### config.mk
export PLATFORM = sky130hd
export DESIGN_NAME = llv_front
export DESIGN_NICKNAME = d
export VERILOG_FILES = /design/src/rtl/look_at_view_matrix_top_assert.svh /design/src/rtl/llv_pkg.sv /design/src/rtl/llv_front.sv
export SDC_FILE = /design/constraint.sdc
export NUM_CORES = 1
export LEC_CHECK = 0
export ABC_AREA = 0
export BUFFER_PORTS_ARGS = -buffer_cell sky130_fd_sc_hd__buf_2
export CAP_MARGIN = 15
export CORE_MARGIN = 2
export CORE_UTILIZATION = 43
export DETAILED_ROUTE_END_ITERATION = 8
export PLACE_DENSITY = 0.7
export SYNTH_ARGS = -nofsm -noshare
export SYNTH_HDL_FRONTEND = slang
export SYNTH_SLANG_ARGS = --single-unit
### constraint.sdc
create_clock -name i_clk -period 16.4 [get_ports i_clk]
set_input_delay 3.28 -clock i_clk [delete_from_list [all_inputs] [get_ports i_clk]]
set_output_delay 3.28 -clock i_clk [all_outputs]
set_load 0.01 [all_outputs]
### src/rtl/look_at_view_matrix_top_assert.svh
// ----------------------------------------------------------------------------
// Assertion macros for the look-at view matrix block
// Checks sampled on the rising clock edge, disabled while reset is held.
// ----------------------------------------------------------------------------
`ifndef LOOK_AT_VIEW_MATRIX_TOP_ASSERT_SVH
`define LOOK_AT_VIEW_MATRIX_TOP_ASSERT_SVH

// Same-cycle implication.
`define LLV_CHK_NOW(lbl, ante, cons) \
    lbl: assert property (@(posedge i_clk) disable iff (!i_rst_n) (ante) |-> (cons)) \
        else $error("look_at_view_matrix check failed");

// Next-cycle implication.
`define LLV_CHK_NEXT(lbl, ante, cons) \
    lbl: assert property (@(posedge i_clk) disable iff (!i_rst_n) (ante) |=> (cons)) \
        else $error("look_at_view_matrix check failed");

`endif

### src/rtl/llv_pkg.sv
// ----------------------------------------------------------------------------
// llv_pkg
// Shared types, constants and rounding helpers of the look-at view matrix.
// ----------------------------------------------------------------------------
package llv_pkg;

    localparam int QDEPTH = 2;
    localparam int QAW    = $clog2(QDEPTH);

    localparam logic signed [37:0] ONE30 = 38'sd1073741824;

    typedef struct packed {
        logic signed [31:0] pos_x;
        logic signed [31:0] pos_y;
        logic signed [31:0] pos_z;
        logic signed [31:0] look_x;
        logic signed [31:0] look_y;
        logic signed [31:0] look_z;
        logic signed [31:0] up_x;
        logic signed [31:0] up_y;
        logic signed [31:0] up_z;
    } t_in_word;

    typedef struct packed {
        logic [1:0]         row_index;
        logic signed [31:0] axis_x;
        logic signed [31:0] axis_y;
        logic signed [31:0] axis_z;
        logic signed [31:0] offset;
        logic               degenerate;
        logic               last;
    } t_out_word;

    typedef struct packed {
        logic     avail;
        logic     hint;
        t_in_word word;
    } t_q_head;

    typedef struct packed {
        logic               start;
        logic signed [33:0] c_x;
        logic signed [33:0] c_y;
        logic signed [33:0] c_z;
    } t_norm_req;

    typedef struct packed {
        logic               done;
        logic               zero;
        logic signed [31:0] o_x;
        logic signed [31:0] o_y;
        logic signed [31:0] o_z;
    } t_norm_rsp;

    // Divide by 2^30, rounding to nearest with ties away from zero.
    function automatic logic signed [37:0] rnd30(input logic signed [66:0] x);
        logic [66:0] m;
        logic [66:0] r;
        m = x[66] ? 67'(-x) : 67'(x);
        r = (m + 67'd536870912) >> 30;
        return x[66] ? -$signed(r[37:0]) : $signed(r[37:0]);
    endfunction

    function automatic logic signed [31:0] clamp30(input logic signed [37:0] x);
        if (x > ONE30) begin
            return 32'sh40000000;
        end else if (x < -ONE30) begin
            return -32'sh40000000;
        end
        return x[31:0];
    endfunction

    // Negate and saturate to 32 bits.
    function automatic logic signed [31:0] sat32neg(input logic signed [37:0] x);
        logic signed [38:0] nx;
        nx = -{x[37], x};
        if (nx > 39'sd2147483647) begin
            return 32'sh7fffffff;
        end else if (nx < -39'sd2147483648) begin
            return 32'sh80000000;
        end
        return nx[31:0];
    endfunction

endpackage

### src/rtl/llv_front.sv
// ----------------------------------------------------------------------------
// llv_front
// Accepts input words, flags trivially degenerate ones and queues them.
// ----------------------------------------------------------------------------
module llv_front (
    input  logic              i_clk,
    input  logic              i_rst_n,
    input  logic              i_start,
    input  llv_pkg::t_in_word i_word,
    input  logic              i_pop,
    output logic              o_busy,
    output llv_pkg::t_q_head  o_head
);

    llv_pkg::t_in_word         r_mem [llv_pkg::QDEPTH];
    logic [llv_pkg::QDEPTH-1:0] r_hint;
    logic [llv_pkg::QAW-1:0]    r_wp;
    logic [llv_pkg::QAW-1:0]    r_rp;
    logic [llv_pkg::QAW:0]      r_cnt;
    logic                       accept;
    logic                       hint;

    assign o_busy = (r_cnt == (llv_pkg::QAW+1)'(llv_pkg::QDEPTH));
    assign accept = i_start && !o_busy;
    assign hint   = (i_word.look_x == 32'sd0 && i_word.look_y == 32'sd0 &&
                     i_word.look_z == 32'sd0) ||
                    (i_word.up_x == 32'sd0 && i_word.up_y == 32'sd0 &&
                     i_word.up_z == 32'sd0);

    assign o_head.avail = (r_cnt != '0);
    assign o_head.hint  = r_hint[r_rp];
    assign o_head.word  = r_mem[r_rp];

    always_ff @(posedge i_clk) begin
        if (accept) begin
            r_mem[r_wp]  <= i_word;
            r_hint[r_wp] <= hint;
        end
        if (!i_rst_n) begin
            r_wp  <= '0;
            r_rp  <= '0;
            r_cnt <= '0;
        end else begin
            if (accept) begin
                r_wp <= r_wp + 1'b1;
            end
            if (i_pop) begin
                r_rp <= r_rp + 1'b1;
            end
            if (accept && !i_pop) begin
                r_cnt <= r_cnt + 1'b1;
            end else if (!accept && i_pop) begin
                r_cnt <= r_cnt - 1'b1;
            end
        end
    end

endmodule

==> flow_summary.toml <==
[outcome]
outcome = "complete, no violations"

[setup_path]
crit_type = "reg -> out"
endpoint_kind = "output pin"
reg2reg_slack_ps = 12030
critPathArrivalTime_ps = 4010
rr_endpoint = "r_mem[0][5]$_DFFE_PP_"
critPathLaunchType = "flop"
cp_max_fo = 83
rr_worst_depth = 6
cp.required_ps = 13120
timing.rr.start = "r_cnt[0]$_SDFFE_PN0P_"

[layout]
drive_gt1_share_pct = 58.5
final_cell_mix = "buf_2 (582), edfxtp_1 (578), mux2_2 (289)"
fin_nets = 1901
syn_to_final_growth_pct = 25.1
final_common_cell = "buf_2"
fin_area_sq_um = 27000
utilization_pct = 54.1

[sta]
holdWs_ps = 529
rsz0062_at_grt = "false"
drv_slew = 0
tns_ps = 0
fin_skew_ps = 14.5
tightest_slew_ps = 1210
finalHoldViolations = 0
timing.final.crit_share_pct = 44.5
setup_viol = 0
clock.fmax_ghz = 0.137
slew_headroom_pct = 18.3
period_needed_ps = 7290
setup_slack_ps = 9110

[worst_hold_path]
hold_class = "reg -> reg"
hold_end = "r_cnt[1]$_SDFFE_PN0P_"
min_path_cells = 2
holdCritStartpoint = "r_cnt[1]$_SDFFE_PN0P_"

[drt]
highest_layer = "met5"
remaining_drc_errors = 0
met3_length_um = 3720
drtIter0Drc = 756
vias = 11700
antenna_left = 0
dr.pass1.iters = 5
dr_wl_met2_um = 26400
met1_length_um = 19900
wl_um = 52000
routed_via_density = 5.00
routedWlPerCell_um = 22.2

[yosys]
synth_cell_types = 23
ys_seq_area_share_pct = 81.0
ys_warn_count = 0
synth_nets = 1282
yosys_register_bits = 583
synth_area_per_cell_sq_um = 21.8
synthesis.area_sq_um = 21600
syn_inst = 989

[global_route]
grt_max_degree = 84
grt_pass1_wl_um = 75100
antenna_found_initial = 16
overflow = 0
grt_usage_pct = 19.3
grt_pass1_vias = 12300

[die]
coreArea_sq_um = 49900
die-width_um = 228
io_pins = 583
rows = 82
start_util_pct = 43.2
die_area_sq_um = 52000
die_h_um = 228

[clock_tree]
cts_hold_buffers = 0
cts_buffer_depth = 3
cts-root-buf = "clkbuf_16"
clk_pin_slew_ps = 60
clock_latency_ps = 600
cts_tree = "built"
ctsResizeCount = 0
clkSinkCount = 583
post_cts_buffers = 0
cts_buffers = 56
htreeDepth = 2

[placement]
post_dp_cell_area_sq_um = 25100
portBuffers = 582
gp_congestion = 0.884
preCtsSetupSlack_ps = 9190
dp_hpwl_um = 37300

[flow_run]
maxCapViolations = 0

[power_and_ir_drop]
leakagePower_nw = 9.85
max-vdd-ir-drop_v = 0.0000870
power_density_nw_per_um2 = 137
metrics by stage:
step,total power [W],std cells
after CTS,0.00374,2328
after detailed placement,0.00245,2222
after floorplan,0.00227,989
final,0.00370,2341
after global placement,0.00244,2222
after global routing,0.00383,2338
cell families (layout without fill, tap and decap cells):
| logic type | after synthesis | after routing | synth area share [%] |
|---|---|---|---|
| other | 0 | 13 | 0 |
| adders and majority gates | 1 | 1 | 0.0580 |
| AOI/OAI and AO/OA | 3 | 3 | 0.0986 |
| muxes | 289 | 289 | 15.1 |
| and+or+nand+nor | 74 | 74 | 2.13 |
| buffers and inverters | 35 | 702 | 1.50 |
| xor gates and xnor gates | 4 | 4 | 0.162 |
| DFF | 583 | 583 | 81.0 |
synth_stat cells:
library cell / instances / share of area, %
a21boi_0: 1 / 0.035
a22o_1: 1 / 0.041
and2_1: 4 / 0.12
and3_1: 1 / 0.029
buf_2: 7 / 0.16
buf_4: 1 / 0.035
buf_6: 24 / 1.3
dfxtp_1: 5 / 0.46
edfxtp_1: 578 / 80
ha_1: 1 / 0.058
inv_1: 3 / 0.052
mux2_2: 289 / 15
nand2_1: 1 / 0.017
nand2b_1: 1 / 0.029
nand4_1: 12 / 0.35
nor2_1: 3 / 0.052
nor4_1: 49 / 1.4
nor4_2: 1 / 0.058
o21ai_0: 1 / 0.023
or2_2: 1 / 0.029
or3_1: 1 / 0.029
xnor2_1: 2 / 0.081
xor2_1: 2 / 0.081
state kept, by name, summed over array words and instances, names as in the netlist, named ones only:
register  flops
r_rp          1
r_mem       576
r_cnt         2
r_hint        2
r_wp          1
where the power goes:
part	switching (W)	total, W	internal (W)
Clock	0.000535	0.00129	0.000751
Combinational	0.000303	0.000518	0.000215
Sequential	0.0000513	0.00189	0.00184
Total	0.000890	0.00370	0.00281
how the worst max path moves through the flow:
stage / from / end / slack, ps / cells past startpoint
after global placement: i_start / r_mem[0][5]$_DFFE_PP_ / 9280 / 6
after CTS: flop / o_head[61] / 9030 / 4
final: flop / o_head[3] / 9110 / 4
after detailed placement: i_start / r_mem[0][5]$_DFFE_PP_ / 9190 / 6
after floorplan: i_start / r_hint[0]$_DFFE_PP_ / 120 / 2
after global routing: flop / o_head[3] / 8840 / 4
per-layer routing:
metal  vias up  track usage [%]
li1       5283                -
met1      5813             23.3
met2       497             32.5
met3       109             5.33
met4         8             8.44
met5         -                0
critical path, stage by stage (launching register included):
cell,delay (ps)
dfxtp_4,1020
buf_4,790
buf_4,880
mux2_2,420
buf_2,140
cell type report:
type	instances	area, sq um
flip-flops and latches	583	17500
fillers	3992	22900
multi-input cells	371	3790
diodes	13	32.5
clock buffers	71	1480
repair buffers	593	3000
clock inverters	35	370
inverters	3	11.3
well taps	672	841
(Power assumes the default switching activity.)
