--- config.mk ---
export PLATFORM = sky130hd
export DESIGN_NAME = llv_norm
export DESIGN_NICKNAME = d
export VERILOG_FILES = /design/src/rtl/look_at_view_matrix_top_assert.svh /design/src/rtl/llv_pkg.sv /design/src/rtl/llv_norm.sv
export SDC_FILE = /design/constraint.sdc
export NUM_CORES = 2
export LEC_CHECK = 0
export BUFFER_PORTS_ARGS = -buffer_cell sky130_fd_sc_hd__buf_2
export CORE_MARGIN = 3
export CORE_UTILIZATION = 60
export DETAILED_ROUTE_END_ITERATION = 12
export PLACE_DENSITY = 0.85
export SLEW_MARGIN = 20
export SYNTH_ARGS = -nofsm -noshare
export SYNTH_HDL_FRONTEND = slang
export SYNTH_SLANG_ARGS = --single-unit
export TNS_END_PERCENT = 1
--- constraint.sdc ---
create_clock -name i_clk -period 10.9 [get_ports i_clk]
set_input_delay 2.18 -clock i_clk [delete_from_list [all_inputs] [get_ports i_clk]]
set_output_delay 2.18 -clock i_clk [all_outputs]
set_load 0.005 [all_outputs]
--- src/rtl/look_at_view_matrix_top_assert.svh ---
// ----------------------------------------------------------------------------
// Assertion macros for the look-at view matrix block
// Checks sampled on the rising clock edge, disabled while reset is held.
// ----------------------------------------------------------------------------
`ifndef LOOK_AT_VIEW_MATRIX_TOP_ASSERT_SVH
`define LOOK_AT_VIEW_MATRIX_TOP_ASSERT_SVH

// Same-cycle implication.
`define LLV_CHK_NOW(lbl, ante, cons) \
    lbl: assert property (@(posedge i_clk) disable iff (!i_rst_n) (ante) |-> (cons)) \
        else $error("look_at_view_matrix check failed");

// Next-cycle implication.
`define LLV_CHK_NEXT(lbl, ante, cons) \
    lbl: assert property (@(posedge i_clk) disable iff (!i_rst_n) (ante) |=> (cons)) \
        else $error("look_at_view_matrix check failed");

`endif

--- src/rtl/llv_pkg.sv ---
// ----------------------------------------------------------------------------
// llv_pkg
// Shared types, constants and rounding helpers of the look-at view matrix.
// ----------------------------------------------------------------------------
package llv_pkg;

    localparam int QDEPTH = 2;
    localparam int QAW    = $clog2(QDEPTH);

    localparam logic signed [37:0] ONE30 = 38'sd1073741824;

    typedef struct packed {
        logic signed [31:0] pos_x;
        logic signed [31:0] pos_y;
        logic signed [31:0] pos_z;
        logic signed [31:0] look_x;
        logic signed [31:0] look_y;
        logic signed [31:0] look_z;
        logic signed [31:0] up_x;
        logic signed [31:0] up_y;
        logic signed [31:0] up_z;
    } t_in_word;

    typedef struct packed {
        logic [1:0]         row_index;
        logic signed [31:0] axis_x;
        logic signed [31:0] axis_y;
        logic signed [31:0] axis_z;
        logic signed [31:0] offset;
        logic               degenerate;
        logic               last;
    } t_out_word;

    typedef struct packed {
        logic     avail;
        logic     hint;
        t_in_word word;
    } t_q_head;

    typedef struct packed {
        logic               start;
        logic signed [33:0] c_x;
        logic signed [33:0] c_y;
        logic signed [33:0] c_z;
    } t_norm_req;

    typedef struct packed {
        logic               done;
        logic               zero;
        logic signed [31:0] o_x;
        logic signed [31:0] o_y;
        logic signed [31:0] o_z;
    } t_norm_rsp;

    // Divide by 2^30, rounding to nearest with ties away from zero.
    function automatic logic signed [37:0] rnd30(input logic signed [66:0] x);
        logic [66:0] m;
        logic [66:0] r;
        m = x[66] ? 67'(-x) : 67'(x);
        r = (m + 67'd536870912) >> 30;
        return x[66] ? -$signed(r[37:0]) : $signed(r[37:0]);
    endfunction

    function automatic logic signed [31:0] clamp30(input logic signed [37:0] x);
        if (x > ONE30) begin
            return 32'sh40000000;
        end else if (x < -ONE30) begin
            return -32'sh40000000;
        end
        return x[31:0];
    endfunction

    // Negate and saturate to 32 bits.
    function automatic logic signed [31:0] sat32neg(input logic signed [37:0] x);
        logic signed [38:0] nx;
        nx = -{x[37], x};
        if (nx > 39'sd2147483647) begin
            return 32'sh7fffffff;
        end else if (nx < -39'sd2147483648) begin
            return 32'sh80000000;
        end
        return nx[31:0];
    endfunction

endpackage

--- src/rtl/llv_norm.sv ---
// ----------------------------------------------------------------------------
// llv_norm
// Normalizes a three-component vector to Q2.30 with an iterative square
// root and a shared restoring divider.
// ----------------------------------------------------------------------------
module llv_norm (
    input  logic               i_clk,
    input  logic               i_rst_n,
    input  llv_pkg::t_norm_req i_req,
    output llv_pkg::t_norm_rsp o_rsp
);

    typedef enum logic [6:0] {
        S_IDLE  = 7'b0000001,
        S_SHIFT = 7'b0000010,
        S_SQ    = 7'b0000100,
        S_SQRT  = 7'b0001000,
        S_DLOAD = 7'b0010000,
        S_DIV   = 7'b0100000,
        S_DONE  = 7'b1000000
    } t_nstate;

    t_nstate            r_state;
    logic [33:0]        r_m [3];
    logic [2:0]         r_neg;
    logic [4:0]         r_cnt;
    logic [1:0]         r_idx;
    logic [61:0]        r_prod;
    logic [63:0]        r_sum;
    logic [63:0]        r_x;
    logic [63:0]        r_root;
    logic [63:0]        r_bit;
    logic [31:0]        r_len;
    logic [31:0]        r_rem;
    logic [31:0]        r_nsr;
    logic [31:0]        r_q;
    logic signed [31:0] r_o [3];
    logic               r_zero;

    logic signed [33:0] c_in [3];
    logic [33:0]        mx;
    logic [1:0]         sq_sel;
    logic [64:0]        root_try;
    logic               root_ge;
    logic [63:0]        n_root;
    logic [61:0]        num;
    logic [32:0]        sh;
    logic               dge;
    logic [32:0]        dsub;
    logic [31:0]        q_fin;
    logic [31:0]        q_clamp;

    assign c_in[0] = i_req.c_x;
    assign c_in[1] = i_req.c_y;
    assign c_in[2] = i_req.c_z;

    always_comb begin
        mx = r_m[0];
        if (r_m[1] > mx) begin
            mx = r_m[1];
        end
        if (r_m[2] > mx) begin
            mx = r_m[2];
        end
    end

    assign sq_sel   = (r_cnt[1:0] == 2'd3) ? 2'd0 : r_cnt[1:0];
    assign root_try = {1'b0, r_root} + {1'b0, r_bit};
    assign root_ge  = ({1'b0, r_x} >= root_try);
    assign n_root   = root_ge ? ((r_root >> 1) + r_bit) : (r_root >> 1);
    assign num      = {1'b0, r_m[r_idx][30:0], 30'd0} + {31'd0, r_len[31:1]};
    assign sh       = {r_rem, r_nsr[31]};
    assign dge      = (sh >= {1'b0, r_len});
    assign dsub     = sh - {1'b0, r_len};
    assign q_fin    = {r_q[30:0], dge};
    assign q_clamp  = (q_fin > 32'h40000000) ? 32'h40000000 : q_fin;

    assign o_rsp.done = (r_state == S_DONE);
    assign o_rsp.zero = r_zero;
    assign o_rsp.o_x  = r_o[0];
    assign o_rsp.o_y  = r_o[1];
    assign o_rsp.o_z  = r_o[2];

    always_ff @(posedge i_clk) begin
        if (!i_rst_n) begin
            r_state <= S_IDLE;
            r_zero  <= 1'b0;
        end else begin
            case (r_state)
                S_IDLE: begin
                    if (i_req.start) begin
                        for (int i = 0; i < 3; i++) begin
                            r_m[i]   <= c_in[i][33] ? 34'(-c_in[i]) : 34'(c_in[i]);
                            r_neg[i] <= c_in[i][33];
                        end
                        r_zero  <= 1'b0;
                        r_state <= S_SHIFT;
                    end
                end
                S_SHIFT: begin
                    if (mx == 34'd0) begin
                        r_zero  <= 1'b1;
                        r_o[0]  <= '0;
                        r_o[1]  <= '0;
                        r_o[2]  <= '0;
                        r_state <= S_DONE;
                    end else if (mx >= 34'h080000000) begin
                        for (int i = 0; i < 3; i++) begin
                            r_m[i] <= r_m[i] >> 1;
                        end
                    end else if (mx < 34'h040000000) begin
                        for (int i = 0; i < 3; i++) begin
                            r_m[i] <= r_m[i] << 1;
                        end
                    end else begin
                        r_cnt   <= '0;
                        r_sum   <= '0;
                        r_state <= S_SQ;
                    end
                end
                S_SQ: begin
                    r_prod <= 62'(r_m[sq_sel][30:0]) * 62'(r_m[sq_sel][30:0]);
                    if (r_cnt != 5'd0) begin
                        r_sum <= r_sum + {2'd0, r_prod};
                    end
                    r_cnt <= r_cnt + 5'd1;
                    if (r_cnt == 5'd3) begin
                        r_x     <= r_sum + {2'd0, r_prod};
                        r_root  <= '0;
                        r_bit   <= 64'h4000000000000000;
                        r_cnt   <= '0;
                        r_state <= S_SQRT;
                    end
                end
                S_SQRT: begin
                    if (root_ge) begin
                        r_x <= r_x - root_try[63:0];
                    end
                    r_root <= n_root;
                    r_bit  <= r_bit >> 2;
                    r_cnt  <= r_cnt + 5'd1;
                    if (r_cnt == 5'd31) begin
                        r_len   <= n_root[31:0];
                        r_idx   <= '0;
                        r_state <= S_DLOAD;
                    end
                end
                S_DLOAD: begin
                    r_rem   <= {2'd0, num[61:32]};
                    r_nsr   <= num[31:0];
                    r_q     <= '0;
                    r_cnt   <= '0;
                    r_state <= S_DIV;
                end
                S_DIV: begin
                    r_rem <= dge ? dsub[31:0] : sh[31:0];
                    r_nsr <= r_nsr << 1;
                    r_q   <= q_fin;
                    r_cnt <= r_cnt + 5'd1;
                    if (r_cnt == 5'd31) begin
                        r_o[r_idx] <= r_neg[r_idx] ? -$signed(q_clamp) : $signed(q_clamp);
                        r_idx      <= r_idx + 2'd1;
                        r_state    <= (r_idx == 2'd2) ? S_DONE : S_DLOAD;
                    end
                end
                S_DONE: begin
                    r_state <= S_IDLE;
                end
                default: begin
                    r_state <= S_IDLE;
                end
            endcase
        end
    end

endmodule

==> results_dict.tcl <==
set metrics [dict create \
    wl_per_cell_um 22.50 \
    first_iter_violations 5830 \
    highest_layer "met5" \
    period_needed_ps 10170 \
    clock.fmax_mhz 98.35 \
    synth_top_area_frac 0.2617 \
    syn_area_sq_um 71150 \
    dp_cells 9134 \
    ctsHoldBuffers 0 \
    num_rows 125 \
    die_h_um 350.4 \
    max_slew_margin 0.2800 \
    yosysUniqueCellTypes 87 \
    clk-insertion-delay-late_ps 680 \
    place_congestion 1.043 \
    hold_depth 2 \
    clock_sinks 630 \
    drt-met1-wl_mm 77.99 \
    start_kind "register" \
    grt_max_degree 188 \
    synthCells 7565 \
    fin_crit_sh 0.9329 \
    dr_wl_met2_mm 95.08 \
    drv_slew 0 \
    cts_resized 0 \
    worstPathRequired_ps 11290 \
    r2r_cells 31 \
    final_layout_size_suffix_gt1_frac 0.07209 \
    rsz0062_at_grt "no" \
    path_class "reg2reg" \
    wl_mm 208.5 \
    setup_viol 0 \
    postSynthAreaPerCell_sq_um 9.405 \
    syn2layout_area_growth_pct 7.462 \
    root_buffer "clkbuf_16" \
    core_area_sq_um 117000 \
    tightest_slew_ps 1080 \
    slowest_stage "fa_1" \
    antenna_found_initial 6 \
    synth-edff-count 620 \
    ioPinCount 203 \
    wl_met3_mm 23.42 \
    hp-start "r_nsr[30]" \
    synth_top_cells_by_count "982 x inv_1, 801 x nand2_1, 756 x fa_1" \
    grt.total_usage 0.3367 \
    status "finished, final reports clean" \
    startpoint "r_cnt[1]" \
    io_buffer_count 202 \
    setup_tns_ps 0 \
    firstDrtPassIters 9 \
    drv_cap 0 \
    synth_warnings 0 \
    crit_fanout 13 \
    fin_nets 9102 \
    cts_buffers 72 \
    synthArstFlopShare 0 \
    clkSlewWorstSetupHoldPaths_ps 60 \
    crit_path_frequent_cell "fa_1" \
    vias 58440 \
    fp.dieW_um 350.4 \
    synthTopCellsByArea "edfxtp_1 26%, fa_1 21%, ha_1 9.8%" \
    worstReg2RegStart "r_cnt[1]" \
    htreeDepth 3 \
    crit_path_end_kind "register" \
    grt_pass1_vias 58950 \
    synth_top_area_cell "edfxtp_1" \
    ys_ff_latch 630 \
    start_util 0.6082 \
    drc_errors 0 \
    avgViaCountPerCell 6.307 \
    dp_hpwl_mm 162.4 \
    synth_most_common_cell "inv_1" \
    dieArea_sq_um 122700 \
    hold_violations 0 \
    syn_nets 8983 \
    tritoncts "done" \
    hp-class "reg2reg" \
    postRouteAntennaNets 0 \
    postCtsSetupBuffers 0 \
    final_cells 9266 \
    clockBufferDepth 3 \
    grt_pass1_wl_mm 323.6 \
    overflow 0 \
    yosysSeqAreaShare 0.2645 \
    ys.flop_type "edfxtp_1" \
    arrival_ps 10560 \
    post-route-util 0.6535 \
    skew_ps 43.91 \
    slowest_delay_ps 640 \
]
[cell type report]
class	instances	area, sq um
tap	1524	1907
timing repair buffer	340	2059
multi-input combinational	5645	47520
inverter	995	3735
antenna	2	5.005
fill	9103	40530
sequential	630	18820
clock inverter	40	454.2
clock buffer	90	1952
[routing by layer]
layer,up-vias,global-route usage
met5,-,0.002355
met4,4,0.1638
met2,3421,0.5433
met1,28160,0.4252
met3,793,0.08461
li1,26060,-
[cells in the final DEF, fill, tap and decap left out, types with 68 or more instances in the layout]
cell / Yosys / routed
buf_4: 1 / 137
nor2_1: 666 / 662
xnor2_1: 271 / 271
nand3_1: 68 / 68
a31oi_1: 93 / 91
buf_2: 11 / 202
nand2_1: 801 / 801
a21o_1: 172 / 172
mux2i_1: 161 / 161
xor2_1: 163 / 163
edfxtp_1: 620 / 620
clkbuf_16: 0 / 74
a21oi_1: 385 / 384
inv_1: 982 / 982
nor3_1: 112 / 112
nand4_1: 86 / 86
o21ai_0: 392 / 385
and2_1: 109 / 109
ha_1: 557 / 555
fa_1: 756 / 756
[worst paths after layout]
| kind | end | slack (ps) |
|---|---|---|
| max | r_prod[60] | 730 |
| min | r_nsr[31] | 520 |
| max reg2reg | r_prod[60] | 730 |
| min reg2reg | r_nsr[31] | 520 |
[kinds of logic after synthesis]
kind of cell / Yosys count / share of synthesized area
fa+ha+maj: 1313 / 0.3107
flops: 630 / 0.2645
simple gates: 2179 / 0.1393
mux: 193 / 0.02772
xor+xnor: 434 / 0.05343
buf+inv: 1290 / 0.06917
compound gates: 1526 / 0.1353
[registers in the layout, summed over array words and instances (netlist names), 3 cells and up, named ones only]
register,count
r_state,7
r_o,96
r_prod,61
r_cnt,5
r_nsr,32
r_q,31
r_root,64
r_m,102
r_x,64
r_sum,64
r_neg,3
r_len,32
r_bit,32
r_rem,32
[worst max-delay path, delay by kind of cell (launching register included)]
kind	cells	cell delay [ps]
flops	1	450
fa+ha+maj	10	4740
xor+xnor	1	160
compound gates	9	2620
simple gates	2	300
buf+inv	8	1320
mux	1	270
[per-stage QoR]
| step | hold WS [ps] | instance area [sq um] | setup WS [ps] |
|---|---|---|---|
| after floorplan | 477.5 | 71150 | 754.6 |
| after global placement | 493.8 | 74040 | 1179 |
| after detailed placement | 504.4 | 74040 | 887.3 |
| after CTS | 517.4 | 76450 | 853.4 |
| after global routing | 539.9 | 76450 | 386.4 |
| final | 520.0 | 76460 | 731.8 |
Power is not shown: default switching activity piles up to over one toggle a cycle in this logic, so the estimate is an artifact.
